### src/hdl/lpht_pkg.sv
// Shared types, codes and constants of the linear probing hash table core.
`timescale 1ns / 1ps

package lpht_pkg;

  localparam int KEY_W     = 32;
  localparam int VALUE_W   = 32;
  localparam int CMD_W     = 2;
  localparam int STATUS_W  = 2;
  localparam int ENTRIES_W = 7;
  localparam int FILL_W    = 6;

  localparam logic [FILL_W-1:0] FILL_RESET = 6'd48;
  localparam logic [63:0]       HASH_SEED  = 64'd5381;

  // Request operations
  localparam logic [CMD_W-1:0] CMD_LOOKUP = 2'd0;
  localparam logic [CMD_W-1:0] CMD_INSERT = 2'd1;
  localparam logic [CMD_W-1:0] CMD_REMOVE = 2'd2;
  localparam logic [CMD_W-1:0] CMD_NONE   = 2'd3;

  // Result status codes
  localparam logic [STATUS_W-1:0] ST_OK      = 2'd0;
  localparam logic [STATUS_W-1:0] ST_MISSING = 2'd1;
  localparam logic [STATUS_W-1:0] ST_FULL    = 2'd2;

  typedef enum logic [1:0] {
    WR_INSERT    = 2'd0,
    WR_FREE_TAG  = 2'd1,
    WR_FREE_WALK = 2'd2,
    WR_CLEAR     = 2'd3
  } wr_sel_t;

  typedef enum logic [1:0] {
    CNT_HOLD = 2'd0,
    CNT_INC  = 2'd1,
    CNT_DEC  = 2'd2
  } cnt_op_t;

  typedef struct packed {
    logic                load_req;
    logic                hash_start;
    logic                hash_from_ram;
    logic                load_home;
    logic                rd_probe;
    logic                n_inc;
    logic                rd_walk;
    logic                walk_init;
    logic                walk_adv;
    logic                load_move;
    logic                wr_en;
    wr_sel_t             wr_sel;
    cnt_op_t             cnt_op;
    logic                finish;
    logic [STATUS_W-1:0] res_status;
    logic                take_value;
  } dp_cmd_t;

  typedef struct packed {
    logic hash_done;
    logic q_used;
    logic q_key_eq;
    logic n_last;
    logic w_full;
    logic fill_reached;
    logic clr_last;
  } dp_sts_t;

endpackage

### src/hdl/lpht_ctrl.sv
// Controller: sequences clearing, probing, removal walk and reinsertion.
`timescale 1ns / 1ps

module lpht_ctrl (
  input  logic                          clk,
  input  logic                          rst_n,
  input  logic                          start,
  input  logic [lpht_pkg::CMD_W-1:0]    in_cmd,
  input  lpht_pkg::dp_sts_t             sts,
  output lpht_pkg::dp_cmd_t             cmd,
  output logic                          busy,
  output logic                          out_strobe
);

  typedef enum logic [9:0] {
    S_CLEAR  = 10'b00_0000_0001,
    S_IDLE   = 10'b00_0000_0010,
    S_HASH   = 10'b00_0000_0100,
    S_ISSUE  = 10'b00_0000_1000,
    S_PROBE  = 10'b00_0001_0000,
    S_WISSUE = 10'b00_0010_0000,
    S_WCHK   = 10'b00_0100_0000,
    S_RHASH  = 10'b00_1000_0000,
    S_RISSUE = 10'b01_0000_0000,
    S_RPROBE = 10'b10_0000_0000
  } state_t;

  state_t                       st_r, st_nxt;
  logic                         strobe_r;
  logic [lpht_pkg::CMD_W-1:0]   op_r;

  always_comb begin
    st_nxt = st_r;
    cmd    = '0;
    unique case (st_r)
      S_CLEAR: begin
        cmd.wr_en  = 1'b1;
        cmd.wr_sel = lpht_pkg::WR_CLEAR;
        if (sts.clr_last) begin
          st_nxt = S_IDLE;
        end
      end
      S_IDLE: begin
        if (start) begin
          cmd.load_req = 1'b1;
          if (in_cmd == lpht_pkg::CMD_NONE) begin
            cmd.finish     = 1'b1;
            cmd.res_status = lpht_pkg::ST_OK;
          end else begin
            cmd.hash_start = 1'b1;
            st_nxt         = S_HASH;
          end
        end
      end
      S_HASH: begin
        if (sts.hash_done) begin
          cmd.load_home = 1'b1;
          st_nxt        = S_ISSUE;
        end
      end
      S_ISSUE: begin
        cmd.rd_probe = 1'b1;
        st_nxt       = S_PROBE;
      end
      S_PROBE: begin
        unique case (op_r)
          lpht_pkg::CMD_LOOKUP: begin
            if (!sts.q_used || sts.n_last || sts.q_key_eq) begin
              cmd.finish     = 1'b1;
              cmd.res_status = (sts.q_used && sts.q_key_eq) ? lpht_pkg::ST_OK
                                                            : lpht_pkg::ST_MISSING;
              cmd.take_value = sts.q_used && sts.q_key_eq;
              st_nxt         = S_IDLE;
            end else begin
              cmd.rd_probe = 1'b1;
              cmd.n_inc    = 1'b1;
            end
          end
          lpht_pkg::CMD_INSERT: begin
            if (!sts.q_used) begin
              cmd.finish = 1'b1;
              st_nxt     = S_IDLE;
              if (sts.fill_reached) begin
                cmd.res_status = lpht_pkg::ST_FULL;
              end else begin
                cmd.res_status = lpht_pkg::ST_OK;
                cmd.wr_en      = 1'b1;
                cmd.wr_sel     = lpht_pkg::WR_INSERT;
                cmd.cnt_op     = lpht_pkg::CNT_INC;
              end
            end else if (sts.q_key_eq) begin
              cmd.finish     = 1'b1;
              cmd.res_status = lpht_pkg::ST_OK;
              cmd.wr_en      = 1'b1;
              cmd.wr_sel     = lpht_pkg::WR_INSERT;
              st_nxt         = S_IDLE;
            end else if (sts.n_last) begin
              cmd.finish     = 1'b1;
              cmd.res_status = lpht_pkg::ST_FULL;
              st_nxt         = S_IDLE;
            end else begin
              cmd.rd_probe = 1'b1;
              cmd.n_inc    = 1'b1;
            end
          end
          lpht_pkg::CMD_REMOVE: begin
            if (sts.q_used && sts.q_key_eq) begin
              cmd.wr_en     = 1'b1;
              cmd.wr_sel    = lpht_pkg::WR_FREE_TAG;
              cmd.cnt_op    = lpht_pkg::CNT_DEC;
              cmd.walk_init = 1'b1;
              st_nxt        = S_WISSUE;
            end else if (!sts.q_used || sts.n_last) begin
              cmd.finish     = 1'b1;
              cmd.res_status = lpht_pkg::ST_MISSING;
              st_nxt         = S_IDLE;
            end else begin
              cmd.rd_probe = 1'b1;
              cmd.n_inc    = 1'b1;
            end
          end
          default: begin
            cmd.finish     = 1'b1;
            cmd.res_status = lpht_pkg::ST_OK;
            st_nxt         = S_IDLE;
          end
        endcase
      end
      S_WISSUE: begin
        cmd.rd_walk = 1'b1;
        st_nxt      = S_WCHK;
      end
      S_WCHK: begin
        if (sts.w_full || !sts.q_used) begin
          cmd.finish     = 1'b1;
          cmd.res_status = lpht_pkg::ST_OK;
          st_nxt         = S_IDLE;
        end else begin
          cmd.load_move     = 1'b1;
          cmd.wr_en         = 1'b1;
          cmd.wr_sel        = lpht_pkg::WR_FREE_WALK;
          cmd.cnt_op        = lpht_pkg::CNT_DEC;
          cmd.hash_start    = 1'b1;
          cmd.hash_from_ram = 1'b1;
          st_nxt            = S_RHASH;
        end
      end
      S_RHASH: begin
        if (sts.hash_done) begin
          cmd.load_home = 1'b1;
          st_nxt        = S_RISSUE;
        end
      end
      S_RISSUE: begin
        cmd.rd_probe = 1'b1;
        st_nxt       = S_RPROBE;
      end
      S_RPROBE: begin
        if (!sts.q_used || sts.q_key_eq) begin
          cmd.wr_en    = 1'b1;
          cmd.wr_sel   = lpht_pkg::WR_INSERT;
          cmd.cnt_op   = sts.q_used ? lpht_pkg::CNT_HOLD : lpht_pkg::CNT_INC;
          cmd.walk_adv = 1'b1;
          st_nxt       = S_WISSUE;
        end else if (sts.n_last) begin
          cmd.walk_adv = 1'b1;
          st_nxt       = S_WISSUE;
        end else begin
          cmd.rd_probe = 1'b1;
          cmd.n_inc    = 1'b1;
        end
      end
      default: st_nxt = S_IDLE;
    endcase
  end

  always_ff @(posedge clk) begin
    if (!rst_n) begin
      st_r     <= S_CLEAR;
      strobe_r <= 1'b0;
    end else begin
      st_r     <= st_nxt;
      strobe_r <= cmd.finish;
    end
  end

  always_ff @(posedge clk) begin
    if (cmd.load_req) begin
      op_r <= in_cmd;
    end
  end

  assign busy       = (st_r != S_IDLE);
  assign out_strobe = strobe_r;

endmodule

### config.mk
export PLATFORM = sky130hd
export DESIGN_NAME = lpht_ctrl
export DESIGN_NICKNAME = d
export VERILOG_FILES = /design/src/hdl/lpht_pkg.sv /design/src/hdl/lpht_ctrl.sv
export SDC_FILE = /design/constraint.sdc
export NUM_CORES = 1
export LEC_CHECK = 0
export CELL_PAD_IN_SITES_DETAIL_PLACEMENT = 0
export CELL_PAD_IN_SITES_GLOBAL_PLACEMENT = 1
export CORE_MARGIN = 1.5
export CORE_UTILIZATION = 44
export CTS_CLUSTER_SIZE = 10
export DETAILED_ROUTE_END_ITERATION = 10
export DONT_BUFFER_PORTS = 1
export HOLD_SLACK_MARGIN = 0.1
export PLACE_DENSITY = 0.88
export SETUP_SLACK_MARGIN = 0.1
export SYNTH_ARGS = -nofsm -noshare
export SYNTH_HDL_FRONTEND = slang
export SYNTH_SLANG_ARGS = --single-unit
export TNS_END_PERCENT = 5
### constraint.sdc
create_clock -name clk -period 2.5 [get_ports clk]
set_input_delay 0.25 -clock clk [delete_from_list [all_inputs] [get_ports clk]]
set_output_delay 0.25 -clock clk [all_outputs]
set_load 0.03 [all_outputs]
==> flow_results.xml, run 1 <==
<?xml version="1.0" encoding="UTF-8"?>
<metrics>
  <group name="final_layout">
    <metric name="final_cell_count_without_fillers" unit="">180</metric>
    <metric name="share_of_post_route_cells_with_drive_strength_above_1" unit="%">21.7</metric>
    <metric name="flow.area_growth_from_synthesis" unit="%">16.4</metric>
    <metric name="layout_commonest_cell" unit="">sky130_fd_sc_hd__nand2_1</metric>
    <metric name="diodes" unit="">0</metric>
    <metric name="num-nets-final" unit="">169</metric>
    <metric name="layout.cells.most_common_list" unit="">sky130_fd_sc_hd__nand2_1, sky130_fd_sc_hd__nor2_1, sky130_fd_sc_hd__buf_4</metric>
  </group>
  <group name="logic_synthesis">
    <metric name="synth_flop_cell" unit="">sky130_fd_sc_hd__dfxtp_1</metric>
    <metric name="yosys.area.top_type" unit="">sky130_fd_sc_hd__dfxtp_1</metric>
    <metric name="ys_ff_latch" unit="">13</metric>
    <metric name="post_synth_num_cell_types" unit="">48</metric>
    <metric name="post_synth_inst_count" unit="">137</metric>
    <metric name="synth_enable_flop_cells" unit="">2</metric>
    <metric name="syn_area" unit="um^2">1100</metric>
    <metric name="syn-mean-instance-area" unit="um^2">8.06</metric>
    <metric name="ys_top_cells_by_area" unit="">sky130_fd_sc_hd__dfxtp_1, sky130_fd_sc_hd__edfxtp_1, sky130_fd_sc_hd__nand2_1</metric>
    <metric name="postSynth.asyncResetShare" unit="%">0</metric>
    <metric name="synth_top_area_share" unit="%">19.9</metric>
    <metric name="mappedNetlistNets" unit="">153</metric>
    <metric name="ys_warn_count" unit="">0</metric>
    <metric name="synth.yosys.seq_area_share" unit="%">25.4</metric>
  </group>
  <group name="pwr">
    <metric name="power_per_cell_area" unit="nW/um^2">374</metric>
    <metric name="finalPower" unit="mW">0.482</metric>
    <metric name="leakagePower" unit="nW">0.502</metric>
    <metric name="vdd_drop_max" unit="mV">0.394</metric>
  </group>
  <group name="hold_path">
    <metric name="hp-class" unit="">in -&gt; reg</metric>
  </group>
  <group name="floorplanning">
    <metric name="core" unit="um^2">2300</metric>
    <metric name="die_width" unit="um">53.1</metric>
    <metric name="die_h" unit="um">53.1</metric>
    <metric name="ioPinCount" unit="">33</metric>
    <metric name="die_area" unit="um^2">2820</metric>
    <metric name="rows" unit="">17</metric>
    <metric name="initial_core_utilization" unit="%">48.1</metric>
  </group>
  <group name="sta">
    <metric name="worst_slew_margin_rel" unit="%">50.0</metric>
    <metric name="pins_over_their_slew_limit" unit="">0</metric>
    <metric name="final.setup.tns" unit="ns">0</metric>
    <metric name="timing.final.crit_period" unit="ns">2.35</metric>
    <metric name="timing.final.crit_share" unit="%">94.1</metric>
    <metric name="worst-slew-pin-transition" unit="ns">0.747</metric>
    <metric name="rsz0062_at_grt" unit="">true</metric>
    <metric name="hold_slack" unit="ns">0.120</metric>
    <metric name="hold_violations" unit="">0</metric>
    <metric name="skew" unit="ns">0.00757</metric>
    <metric name="setup_viol_count_final" unit="">0</metric>
    <metric name="achievable-frequency" unit="MHz">425</metric>
  </group>
  <group name="global_route">
    <metric name="grt_antenna_before_repair" unit="">0</metric>
    <metric name="vias_in_the_first_global_route" unit="">992</metric>
    <metric name="grt.busiest_layer" unit="">met2</metric>
    <metric name="grt_use_met2" unit="%">36.0</metric>
    <metric name="use_met1" unit="%">31.6</metric>
    <metric name="grt_remaining_overflow" unit="">0</metric>
    <metric name="grt_first_pass_wirelength" unit="mm">4.68</metric>
    <metric name="track_usage" unit="%">22.6</metric>
    <metric name="grt_max_degree" unit="">11</metric>
    <metric name="globalRouteMet3Util" unit="%">3.67</metric>
  </group>
  <group name="drt">
    <metric name="antenna_left" unit="">0</metric>
    <metric name="drt_first_iter_violations" unit="">39</metric>
    <metric name="route.detailed.drc" unit="">0</metric>
    <metric name="route.detailed.wl_per_inst" unit="um">16.5</metric>
    <metric name="routed-via-count" unit="">1106</metric>
    <metric name="viasPerCell" unit="">6.14</metric>
    <metric name="postRouteWirelength" unit="mm">2.97</metric>
    <metric name="drt_pass1_iterations" unit="">4</metric>
  </group>
  <group name="cts">
    <metric name="cts_buffers" unit="">3</metric>
    <metric name="clock_tree.htree_level_count" unit="">1</metric>
    <metric name="tritoncts_clock_tree" unit="">yes</metric>
    <metric name="number_of_buffers_on_the_longest_clock_path" unit="">2</metric>
    <metric name="cts.root.buffer_cell" unit="">sky130_fd_sc_hd__clkbuf_4</metric>
    <metric name="clk_pin_slew_worst_paths" unit="ns">0.09</metric>
    <metric name="clk-insertion-delay-late" unit="ns">0.29</metric>
    <metric name="clock_sink_count" unit="">13</metric>
  </group>
  <group name="place">
    <metric name="post-dp-hpwl" unit="mm">2.26</metric>
    <metric name="post-place-cells" unit="">171</metric>
    <metric name="buffers_added_on_ports" unit="">0</metric>
    <metric name="place.gp.congestion" unit="">0.856</metric>
  </group>
  <group name="worst_setup_path">
    <metric name="setup.worst_path.class" unit="">reg -&gt; out</metric>
    <metric name="timing.critical_path.fanout_max" unit="">10</metric>
    <metric name="worstSetupEndpointType" unit="">output pin</metric>
    <metric name="cp_data_required_time" unit="ns">2.25</metric>
    <metric name="critical_path.startpoint_type" unit="">flip-flop</metric>
    <metric name="arrival_time_of_the_worst_setup_path" unit="ns">2.10</metric>
  </group>
  <group name="job">
    <metric name="max-cap-violations" unit="">0</metric>
  </group>
  <group name="status">
    <metric name="run_status" unit="">completed</metric>
  </group>
</metrics>
[metal layers]
metal,up-vias,part of all wire (%)
li1,537,-
met1,523,45
met2,42,48
met3,4,6.1
met4,0,0.77
met5,-,0
[Yosys cell counts, types with 2 or more instances]
master                     number
sky130_fd_sc_hd__o21ai_0        4
sky130_fd_sc_hd__o21ai_1        2
sky130_fd_sc_hd__nor3b_1        6
sky130_fd_sc_hd__a21oi_1        7
sky130_fd_sc_hd__nand2b_1       5
sky130_fd_sc_hd__or3_1          5
sky130_fd_sc_hd__nor2b_1        5
sky130_fd_sc_hd__nor3_1         7
sky130_fd_sc_hd__dfxtp_1       11
sky130_fd_sc_hd__nand3_1        5
sky130_fd_sc_hd__and4b_1        2
sky130_fd_sc_hd__inv_1          5
sky130_fd_sc_hd__nor4b_1        4
sky130_fd_sc_hd__ha_1           4
sky130_fd_sc_hd__edfxtp_1       2
sky130_fd_sc_hd__buf_4          2
sky130_fd_sc_hd__and2_1         2
sky130_fd_sc_hd__nand4_1        2
sky130_fd_sc_hd__nor4_2         2
sky130_fd_sc_hd__nand2_1       14
sky130_fd_sc_hd__buf_6          2
sky130_fd_sc_hd__nor2_1        12
sky130_fd_sc_hd__a31oi_1        2
[layout make-up]
cell class | instances | area (um^2)
fill | 228 | 1010
sequential | 13 | 282
clock buffer | 3 | 22.5
multi-input combinational | 113 | 783
timing repair buffer | 16 | 133
inverter | 6 | 26.3
tap | 28 | 35.0
clock inverter | 1 | 5.00
[stage by stage]
stage / setup WS, ns / util, % / area (um^2)
4_1_cts: 0.0889 / 54.3 / 1250
3_5_place_dp: 0.303 / 51.4 / 1180
2_1_floorplan: 0.217 / - / 1100
3_3_place_gp: 0.353 / 51.4 / 1180
6_report: 0.147 / 56.0 / 1290
5_1_grt: 0.0222 / 56.0 / 1290
[what timing repair did]
item,in CTS,in global routing
setup endpoints to repair,4,9
hold buffers,3,2
endpoints found under the hold margin,4,1
pin swaps,0,0
cloned,0,0
gates resized for setup,2,5
setup buffers,0,0
[worst paths after layout]
check	startpoint	endpoint	slack, ns	cells after the start
hold reg to reg	st_r[7]$_SDFFE_PN0P_	st_r[8]$_SDFFE_PN0P_	0.55	2
hold / removal	rst_n	st_r[7]$_SDFFE_PN0P_	0.12	2
setup / recovery	st_r[1]$_SDFFE_PN0P_	cmd[8]	0.15	5
setup reg to reg	op_r[0]$_DFFE_PP_	st_r[8]$_SDFFE_PN0P_	0.30	7
[worst max-delay path, cell delays in order (launching register included)]
cell                      delay (ns)
sky130_fd_sc_hd__dfxtp_1        0.42
sky130_fd_sc_hd__nor4_4         0.39
sky130_fd_sc_hd__nand3_4        0.18
sky130_fd_sc_hd__or2_2          0.38
sky130_fd_sc_hd__inv_2          0.16
sky130_fd_sc_hd__a221o_2        0.28
[flip-flops by register name, indices dropped and copies added, names as in the netlist]
signal and cells:
st_r 10, op_r 2, out_strobe 1
[power by group]
group          total, mW  switching, mW  internal [mW]  leakage, nW
Sequential         0.227        0.00986          0.217        0.108
Combinational      0.114         0.0666         0.0476        0.377
Clock              0.141         0.0811         0.0596       0.0177
[cells by family after synthesis]
group / Yosys count / share of synthesized area, %
simple gates: 81 / 46.0
xor+xnor: 1 / 0.793
fa+ha+maj: 4 / 4.53
compound gates: 27 / 17.4
flops: 13 / 25.4
buf+inv: 11 / 5.89
(Power assumes the default switching activity.)
==> run 2, diff against run 1 <==
- CORE_UTILIZATION: 44 -> 47
- CTS_BUF_LIST: unset -> sky130_fd_sc_hd__clkbuf_8
- PLACE_DENSITY: 0.88 -> 0.92
==> flow_results.xml, run 2 (synthesis results as in run 1) <==
<?xml version="1.0" encoding="UTF-8"?>
<metrics>
  <group name="status">
    <metric name="run_status" unit="">completed</metric>
  </group>
  <group name="cts">
    <metric name="cts_buffers" unit="">3</metric>
    <metric name="tritoncts_clock_tree" unit="">yes</metric>
    <metric name="cts.root.buffer_cell" unit="">sky130_fd_sc_hd__clkbuf_8</metric>
    <metric name="clock_sink_count" unit="">13</metric>
    <metric name="clk-insertion-delay-late" unit="ns">0.25</metric>
    <metric name="number_of_buffers_on_the_longest_clock_path" unit="">2</metric>
    <metric name="clock_tree.htree_level_count" unit="">1</metric>
    <metric name="clk_pin_slew_worst_paths" unit="ns">0.06</metric>
  </group>
  <group name="drt">
    <metric name="route.detailed.wl_per_inst" unit="um">16.6</metric>
    <metric name="postRouteWirelength" unit="mm">2.93</metric>
    <metric name="routed-via-count" unit="">1089</metric>
    <metric name="antenna_left" unit="">0</metric>
    <metric name="route.detailed.drc" unit="">0</metric>
    <metric name="drt_first_iter_violations" unit="">30</metric>
    <metric name="viasPerCell" unit="">6.19</metric>
    <metric name="drt_pass1_iterations" unit="">4</metric>
  </group>
  <group name="floorplanning">
    <metric name="die_width" unit="um">51.5</metric>
    <metric name="initial_core_utilization" unit="%">49.9</metric>
    <metric name="die_h" unit="um">51.5</metric>
    <metric name="ioPinCount" unit="">33</metric>
    <metric name="core" unit="um^2">2210</metric>
    <metric name="rows" unit="">17</metric>
    <metric name="die_area" unit="um^2">2650</metric>
  </group>
  <group name="pwr">
    <metric name="int_pwr" unit="mW">0.367</metric>
    <metric name="leakagePower" unit="nW">0.493</metric>
    <metric name="power_frac_seq" unit="%">43.4</metric>
    <metric name="power.clock.fraction" unit="%">36.9</metric>
    <metric name="power_per_cell_area" unit="nW/um^2">416</metric>
    <metric name="finalPower" unit="mW">0.524</metric>
    <metric name="net-switching-power" unit="mW">0.157</metric>
    <metric name="vdd_drop_max" unit="mV">0.464</metric>
    <metric name="power.switching_fraction" unit="%">30.0</metric>
    <metric name="comb_power_share" unit="%">19.7</metric>
  </group>
  <group name="global_route">
    <metric name="grt_antenna_before_repair" unit="">0</metric>
    <metric name="grt_remaining_overflow" unit="">0</metric>
    <metric name="track_usage" unit="%">23.9</metric>
    <metric name="vias_in_the_first_global_route" unit="">1020</metric>
    <metric name="grt_first_pass_wirelength" unit="mm">4.72</metric>
    <metric name="grt_max_degree" unit="">11</metric>
  </group>
  <group name="final_layout">
    <metric name="flow.area_growth_from_synthesis" unit="%">13.8</metric>
    <metric name="largest_register" unit="">st_r</metric>
    <metric name="post_route_design_area" unit="um^2">1260</metric>
    <metric name="share_of_post_route_cells_with_drive_strength_above_1" unit="%">20.3</metric>
    <metric name="num-nets-final" unit="">165</metric>
    <metric name="max_reg_flops" unit="">10</metric>
    <metric name="diodes" unit="">0</metric>
    <metric name="layout_commonest_cell" unit="">sky130_fd_sc_hd__nand2_1</metric>
    <metric name="layout.cells.most_common_list" unit="">sky130_fd_sc_hd__nand2_1, sky130_fd_sc_hd__nor2_1, sky130_fd_sc_hd__dfxtp_1</metric>
  </group>
  <group name="worst_setup_path">
    <metric name="timing.reg2reg.setup_slack" unit="ns">0.43</metric>
    <metric name="timing.critical_path.fanout_max" unit="">10</metric>
    <metric name="setup.worst_path.class" unit="">reg -&gt; out</metric>
    <metric name="arrival_time_of_the_worst_setup_path" unit="ns">2.11</metric>
    <metric name="worstSetupEndpointType" unit="">output pin</metric>
    <metric name="critical_path.startpoint_type" unit="">flip-flop</metric>
    <metric name="cp_data_required_time" unit="ns">2.25</metric>
  </group>
  <group name="sta">
    <metric name="timing.final.crit_period" unit="ns">2.36</metric>
    <metric name="worst_slew_margin_rel" unit="%">50.1</metric>
    <metric name="timing.final.crit_share" unit="%">94.5</metric>
    <metric name="hold_violations" unit="">0</metric>
    <metric name="rsz0062_at_grt" unit="">true</metric>
    <metric name="pins_over_their_slew_limit" unit="">0</metric>
    <metric name="skew" unit="ns">0.00194</metric>
    <metric name="achievable-frequency" unit="MHz">423</metric>
    <metric name="setup_viol_count_final" unit="">0</metric>
    <metric name="final.setup.tns" unit="ns">0</metric>
    <metric name="worst-slew-pin-transition" unit="ns">0.745</metric>
  </group>
  <group name="place">
    <metric name="buffers_added_on_ports" unit="">0</metric>
    <metric name="post-dp-hpwl" unit="mm">2.29</metric>
    <metric name="postPlaceCellArea" unit="um^2">1170</metric>
    <metric name="place.gp.congestion" unit="">0.841</metric>
  </group>
  <group name="hold_path">
    <metric name="hp-class" unit="">in -&gt; reg</metric>
  </group>
  <group name="job">
    <metric name="max-cap-violations" unit="">0</metric>
  </group>
</metrics>
## run 2: cell count changes in the layout (fill, tap and decap cells not counted), sizes merged
cell,previous run,this run
dlygate4sd3,5,2
buf,11,10
## run 2: worst paths after layout
| path | start | endpoint | cells after the start |
|---|---|---|---|
| setup / recovery | st_r[8]$_SDFFE_PN0P_ | cmd[8] | 5 |
| hold / removal | rst_n | st_r[4]$_SDFFE_PN0P_ | 1 |
| setup reg to reg | st_r[1]$_SDFFE_PN0P_ | out_strobe$_SDFF_PN0_ | 5 |
| hold reg to reg | st_r[7]$_SDFFE_PN0P_ | st_r[8]$_SDFFE_PN0P_ | 2 |
## run 2: layer usage
| metal | GRT usage, % | vias to the layer above | part of all wire, % |
|---|---|---|---|
| met5 | 0 | - | 0 |
| met4 | 6.58 | 0 | 1.2 |
| li1 | - | 525 | - |
| met2 | 38.0 | 36 | 49 |
| met1 | 32.0 | 524 | 44 |
| met3 | 5.85 | 4 | 5.5 |
## run 2: metrics by stage
stage	instances	hold WS (ns)	setup WS [ns]	utilization (%)
floorplan	137	0.349	0.217	-
global placement	170	0.349	0.335	53.0
detailed placement	170	0.349	0.308	53.0
CTS	176	0.123	0.0703	56.1
global route	176	0.123	0.0453	56.8
finish	176	0.124	0.139	56.8
## run 2: layout make-up
| class | instances | area [um^2] |
|---|---|---|
| tap | 28 | 35.0 |
| clock inverter | 1 | 5.00 |
| sequential | 13 | 280 |
| fill | 219 | 955 |
| multi-input combinational | 113 | 774 |
| clock buffer | 3 | 41.3 |
| inverter | 6 | 26.3 |
| timing repair buffer | 12 | 95.1 |
## run 2: power by group through the flow
| stage | Sequential [mW] | Combinational, mW | Clock (mW) |
|---|---|---|---|
| global route | 0.228 | 0.112 | 0.205 |
| CTS | 0.227 | 0.101 | 0.196 |
| finish | 0.227 | 0.103 | 0.193 |
| detailed placement | 0.231 | 0.0976 | 0 |
| global placement | 0.231 | 0.0964 | 0 |
| floorplan | 0.226 | 0.0850 | 0 |
## run 2: worst max-delay path: stages, from the launching register on
cell and delay (ns):
sky130_fd_sc_hd__dfxtp_1 0.40, sky130_fd_sc_hd__nor4b_2 0.47, sky130_fd_sc_hd__nand3_4 0.17, sky130_fd_sc_hd__or2_2 0.38, sky130_fd_sc_hd__inv_2 0.16, sky130_fd_sc_hd__a221o_2 0.28
## run 2: repair_timing
item	4_1_cts	5_1_grt
pin swaps	0	2
endpoints found under the hold margin	2	0
setup buffers	0	0
gates resized for setup	1	4
hold buffers	2	0
setup endpoints to repair	4	8
==> run 3, diff against run 2 <==
- GPL_TIMING_DRIVEN: unset -> 0
==> flow_results.xml, run 3 (synthesis results as in run 1) <==
<?xml version="1.0" encoding="UTF-8"?>
<metrics>
  <group name="pwr">
    <metric name="leakagePower" unit="nW">0.499</metric>
    <metric name="net-switching-power" unit="mW">0.160</metric>
    <metric name="power_frac_seq" unit="%">42.3</metric>
    <metric name="vdd_drop_max" unit="mV">0.347</metric>
    <metric name="comb_power_share" unit="%">21.4</metric>
    <metric name="finalPower" unit="mW">0.527</metric>
    <metric name="power.clock.fraction" unit="%">36.3</metric>
    <metric name="power.switching_fraction" unit="%">30.3</metric>
    <metric name="power_per_cell_area" unit="nW/um^2">411</metric>
    <metric name="int_pwr" unit="mW">0.367</metric>
  </group>
  <group name="final_layout">
    <metric name="diodes" unit="">0</metric>
    <metric name="max_reg_flops" unit="">10</metric>
    <metric name="final_core_utilization" unit="%">58.0</metric>
    <metric name="multi_input_area" unit="um^2">830</metric>
    <metric name="share_of_post_route_cells_with_drive_strength_above_1" unit="%">22.9</metric>
    <metric name="layout.cells.most_common_list" unit="">sky130_fd_sc_hd__nand2_1, sky130_fd_sc_hd__nor2_1, sky130_fd_sc_hd__dfxtp_1</metric>
    <metric name="layout_commonest_cell" unit="">sky130_fd_sc_hd__nand2_1</metric>
    <metric name="flow.area_growth_from_synthesis" unit="%">16.1</metric>
    <metric name="filler_cell_count" unit="">211</metric>
    <metric name="num-nets-final" unit="">161</metric>
    <metric name="area.sequential" unit="um^2">280</metric>
    <metric name="largest_register" unit="">st_r</metric>
  </group>
  <group name="floorplanning">
    <metric name="ioPinCount" unit="">33</metric>
    <metric name="die_width" unit="um">51.5</metric>
    <metric name="die_h" unit="um">51.5</metric>
    <metric name="initial_core_utilization" unit="%">49.9</metric>
    <metric name="rows" unit="">17</metric>
    <metric name="die_area" unit="um^2">2650</metric>
    <metric name="core" unit="um^2">2210</metric>
  </group>
  <group name="cts">
    <metric name="clk_pin_slew_worst_paths" unit="ns">0.06</metric>
    <metric name="clk-insertion-delay-late" unit="ns">0.24</metric>
    <metric name="clock_tree.htree_level_count" unit="">1</metric>
    <metric name="cts.root.buffer_cell" unit="">sky130_fd_sc_hd__clkbuf_8</metric>
    <metric name="number_of_buffers_on_the_longest_clock_path" unit="">2</metric>
    <metric name="clock_sink_count" unit="">13</metric>
    <metric name="tritoncts_clock_tree" unit="">yes</metric>
    <metric name="cts_buffers" unit="">3</metric>
  </group>
  <group name="sta">
    <metric name="pins_over_their_slew_limit" unit="">0</metric>
    <metric name="hold_violations" unit="">0</metric>
    <metric name="achievable-frequency" unit="MHz">413</metric>
    <metric name="skew" unit="ns">0.00291</metric>
    <metric name="timing.final.crit_share" unit="%">96.8</metric>
    <metric name="worst_slew_margin_rel" unit="%">40.6</metric>
    <metric name="final.setup.tns" unit="ns">0</metric>
    <metric name="timing.final.crit_period" unit="ns">2.42</metric>
    <metric name="rsz0062_at_grt" unit="">true</metric>
    <metric name="hold_slack" unit="ns">0.124</metric>
    <metric name="setup_viol_count_final" unit="">0</metric>
    <metric name="worst-slew-pin-transition" unit="ns">0.885</metric>
  </group>
  <group name="job">
    <metric name="max-cap-violations" unit="">0</metric>
  </group>
  <group name="drt">
    <metric name="route.detailed.drc" unit="">0</metric>
    <metric name="drt_pass1_iterations" unit="">4</metric>
    <metric name="routed-via-count" unit="">1081</metric>
    <metric name="route.detailed.wl_per_inst" unit="um">17.2</metric>
    <metric name="viasPerCell" unit="">6.28</metric>
    <metric name="drt_first_iter_violations" unit="">41</metric>
    <metric name="postRouteWirelength" unit="mm">2.96</metric>
    <metric name="antenna_left" unit="">0</metric>
  </group>
  <group name="hold_path">
    <metric name="hp-class" unit="">in -&gt; reg</metric>
    <metric name="hold_depth" unit="">1</metric>
  </group>
  <group name="worst_setup_path">
    <metric name="timing.critical_path.max_delay_family" unit="">simple AND/OR/NAND/NOR gates</metric>
    <metric name="cpMaxStageDelayCell" unit="">sky130_fd_sc_hd__or3_4</metric>
    <metric name="timing.critical_path.buf_inv" unit="">1</metric>
    <metric name="setup.worst_path.class" unit="">reg -&gt; out</metric>
    <metric name="cp_data_required_time" unit="ns">2.25</metric>
    <metric name="worstSetupEndpointType" unit="">output pin</metric>
    <metric name="crit_chain" unit="">nor4_4, buf_4, nand3_4, or3_4, a21oi_4, nand2b_4</metric>
    <metric name="worst_r2r_path_depth" unit="">7</metric>
    <metric name="arrival_time_of_the_worst_setup_path" unit="ns">2.17</metric>
    <metric name="timing.critical_path.fanout_max" unit="">10</metric>
    <metric name="cp.depth" unit="">6</metric>
    <metric name="worst_path_largest_cell_delay" unit="ns">0.42</metric>
    <metric name="critical_path.startpoint_type" unit="">flip-flop</metric>
  </group>
  <group name="place">
    <metric name="post-dp-hpwl" unit="mm">2.17</metric>
    <metric name="buffers_added_on_ports" unit="">0</metric>
    <metric name="place.gp.congestion" unit="">0.822</metric>
  </group>
  <group name="global_route">
    <metric name="grt_first_pass_wirelength" unit="mm">4.71</metric>
    <metric name="grt_antenna_before_repair" unit="">0</metric>
    <metric name="vias_in_the_first_global_route" unit="">1018</metric>
    <metric name="grt_max_degree" unit="">11</metric>
    <metric name="grt_remaining_overflow" unit="">0</metric>
    <metric name="track_usage" unit="%">23.5</metric>
  </group>
  <group name="status">
    <metric name="run_status" unit="">completed</metric>
  </group>
</metrics>
==> run 3: worst paths after layout <==
| check | from | to | slack, ns |
|---|---|---|---|
| worst min register to register | st_r[1]$_SDFFE_PN0P_ | st_r[3]$_SDFFE_PN0P_ | 0.56 |
| worst max register to register | op_r[0]$_DFFE_PP_ | st_r[8]$_SDFFE_PN0P_ | 0.36 |
| worst max-delay path | st_r[0]$_SDFFE_PN1P_ | cmd[14] | 0.08 |
| worst min-delay path | rst_n | st_r[4]$_SDFFE_PN0P_ | 0.12 |
==> run 3: final cells by class <==
type | instances | share of cell area [%]
Sequential cell | 13 | 21.9
Multi-Input combinational cell | 113 | 64.7
Buffer | 5 | 3.32
Clock inverter | 1 | 0.293
Tap cell | 28 | 2.73
Inverter | 6 | 1.76
Clock buffer | 3 | 3.22
Timing Repair Buffer | 3 | 2.15
==> run 3: metrics by stage <==
| stage | instance area [um^2] | setup WS (ns) | instances |
|---|---|---|---|
| finish | 1280 | 0.0791 | 172 |
| global route | 1280 | 0.00235 | 172 |
| CTS | 1240 | 0.0217 | 171 |
| detailed placement | 1140 | 0.0360 | 165 |
| global placement | 1140 | 0.0466 | 165 |
| floorplan | 1100 | 0.217 | 137 |
==> run 3: power by group through the flow <==
stage / combinational [mW] / clock, mW / sequential [mW]
6_report: 0.113 / 0.192 / 0.223
5_1_grt: 0.122 / 0.205 / 0.223
4_1_cts: 0.105 / 0.192 / 0.222
3_5_place_dp: 0.100 / 0 / 0.227
3_3_place_gp: 0.0981 / 0 / 0.227
2_1_floorplan: 0.0850 / 0 / 0.226
==> run 3: per-layer routing <==
metal  global-route usage (%)  up-vias  wire length [um]
met5                        0        -                 0
met4                     4.82        0                18
met1                     33.5      515              1260
met3                     4.39        2               217
met2                     37.0       48              1460
li1                         -      516                 -
==> run 3: timing repair <==
item | 4_1_cts | 5_1_grt
setup endpoints to repair | 6 | 7
setup buffers | 0 | 1
resized for setup | 9 | 7
cloned | 0 | 0
hold buffers | 2 | 0
endpoints found under the hold margin | 2 | 0
pin swaps | 3 | 2
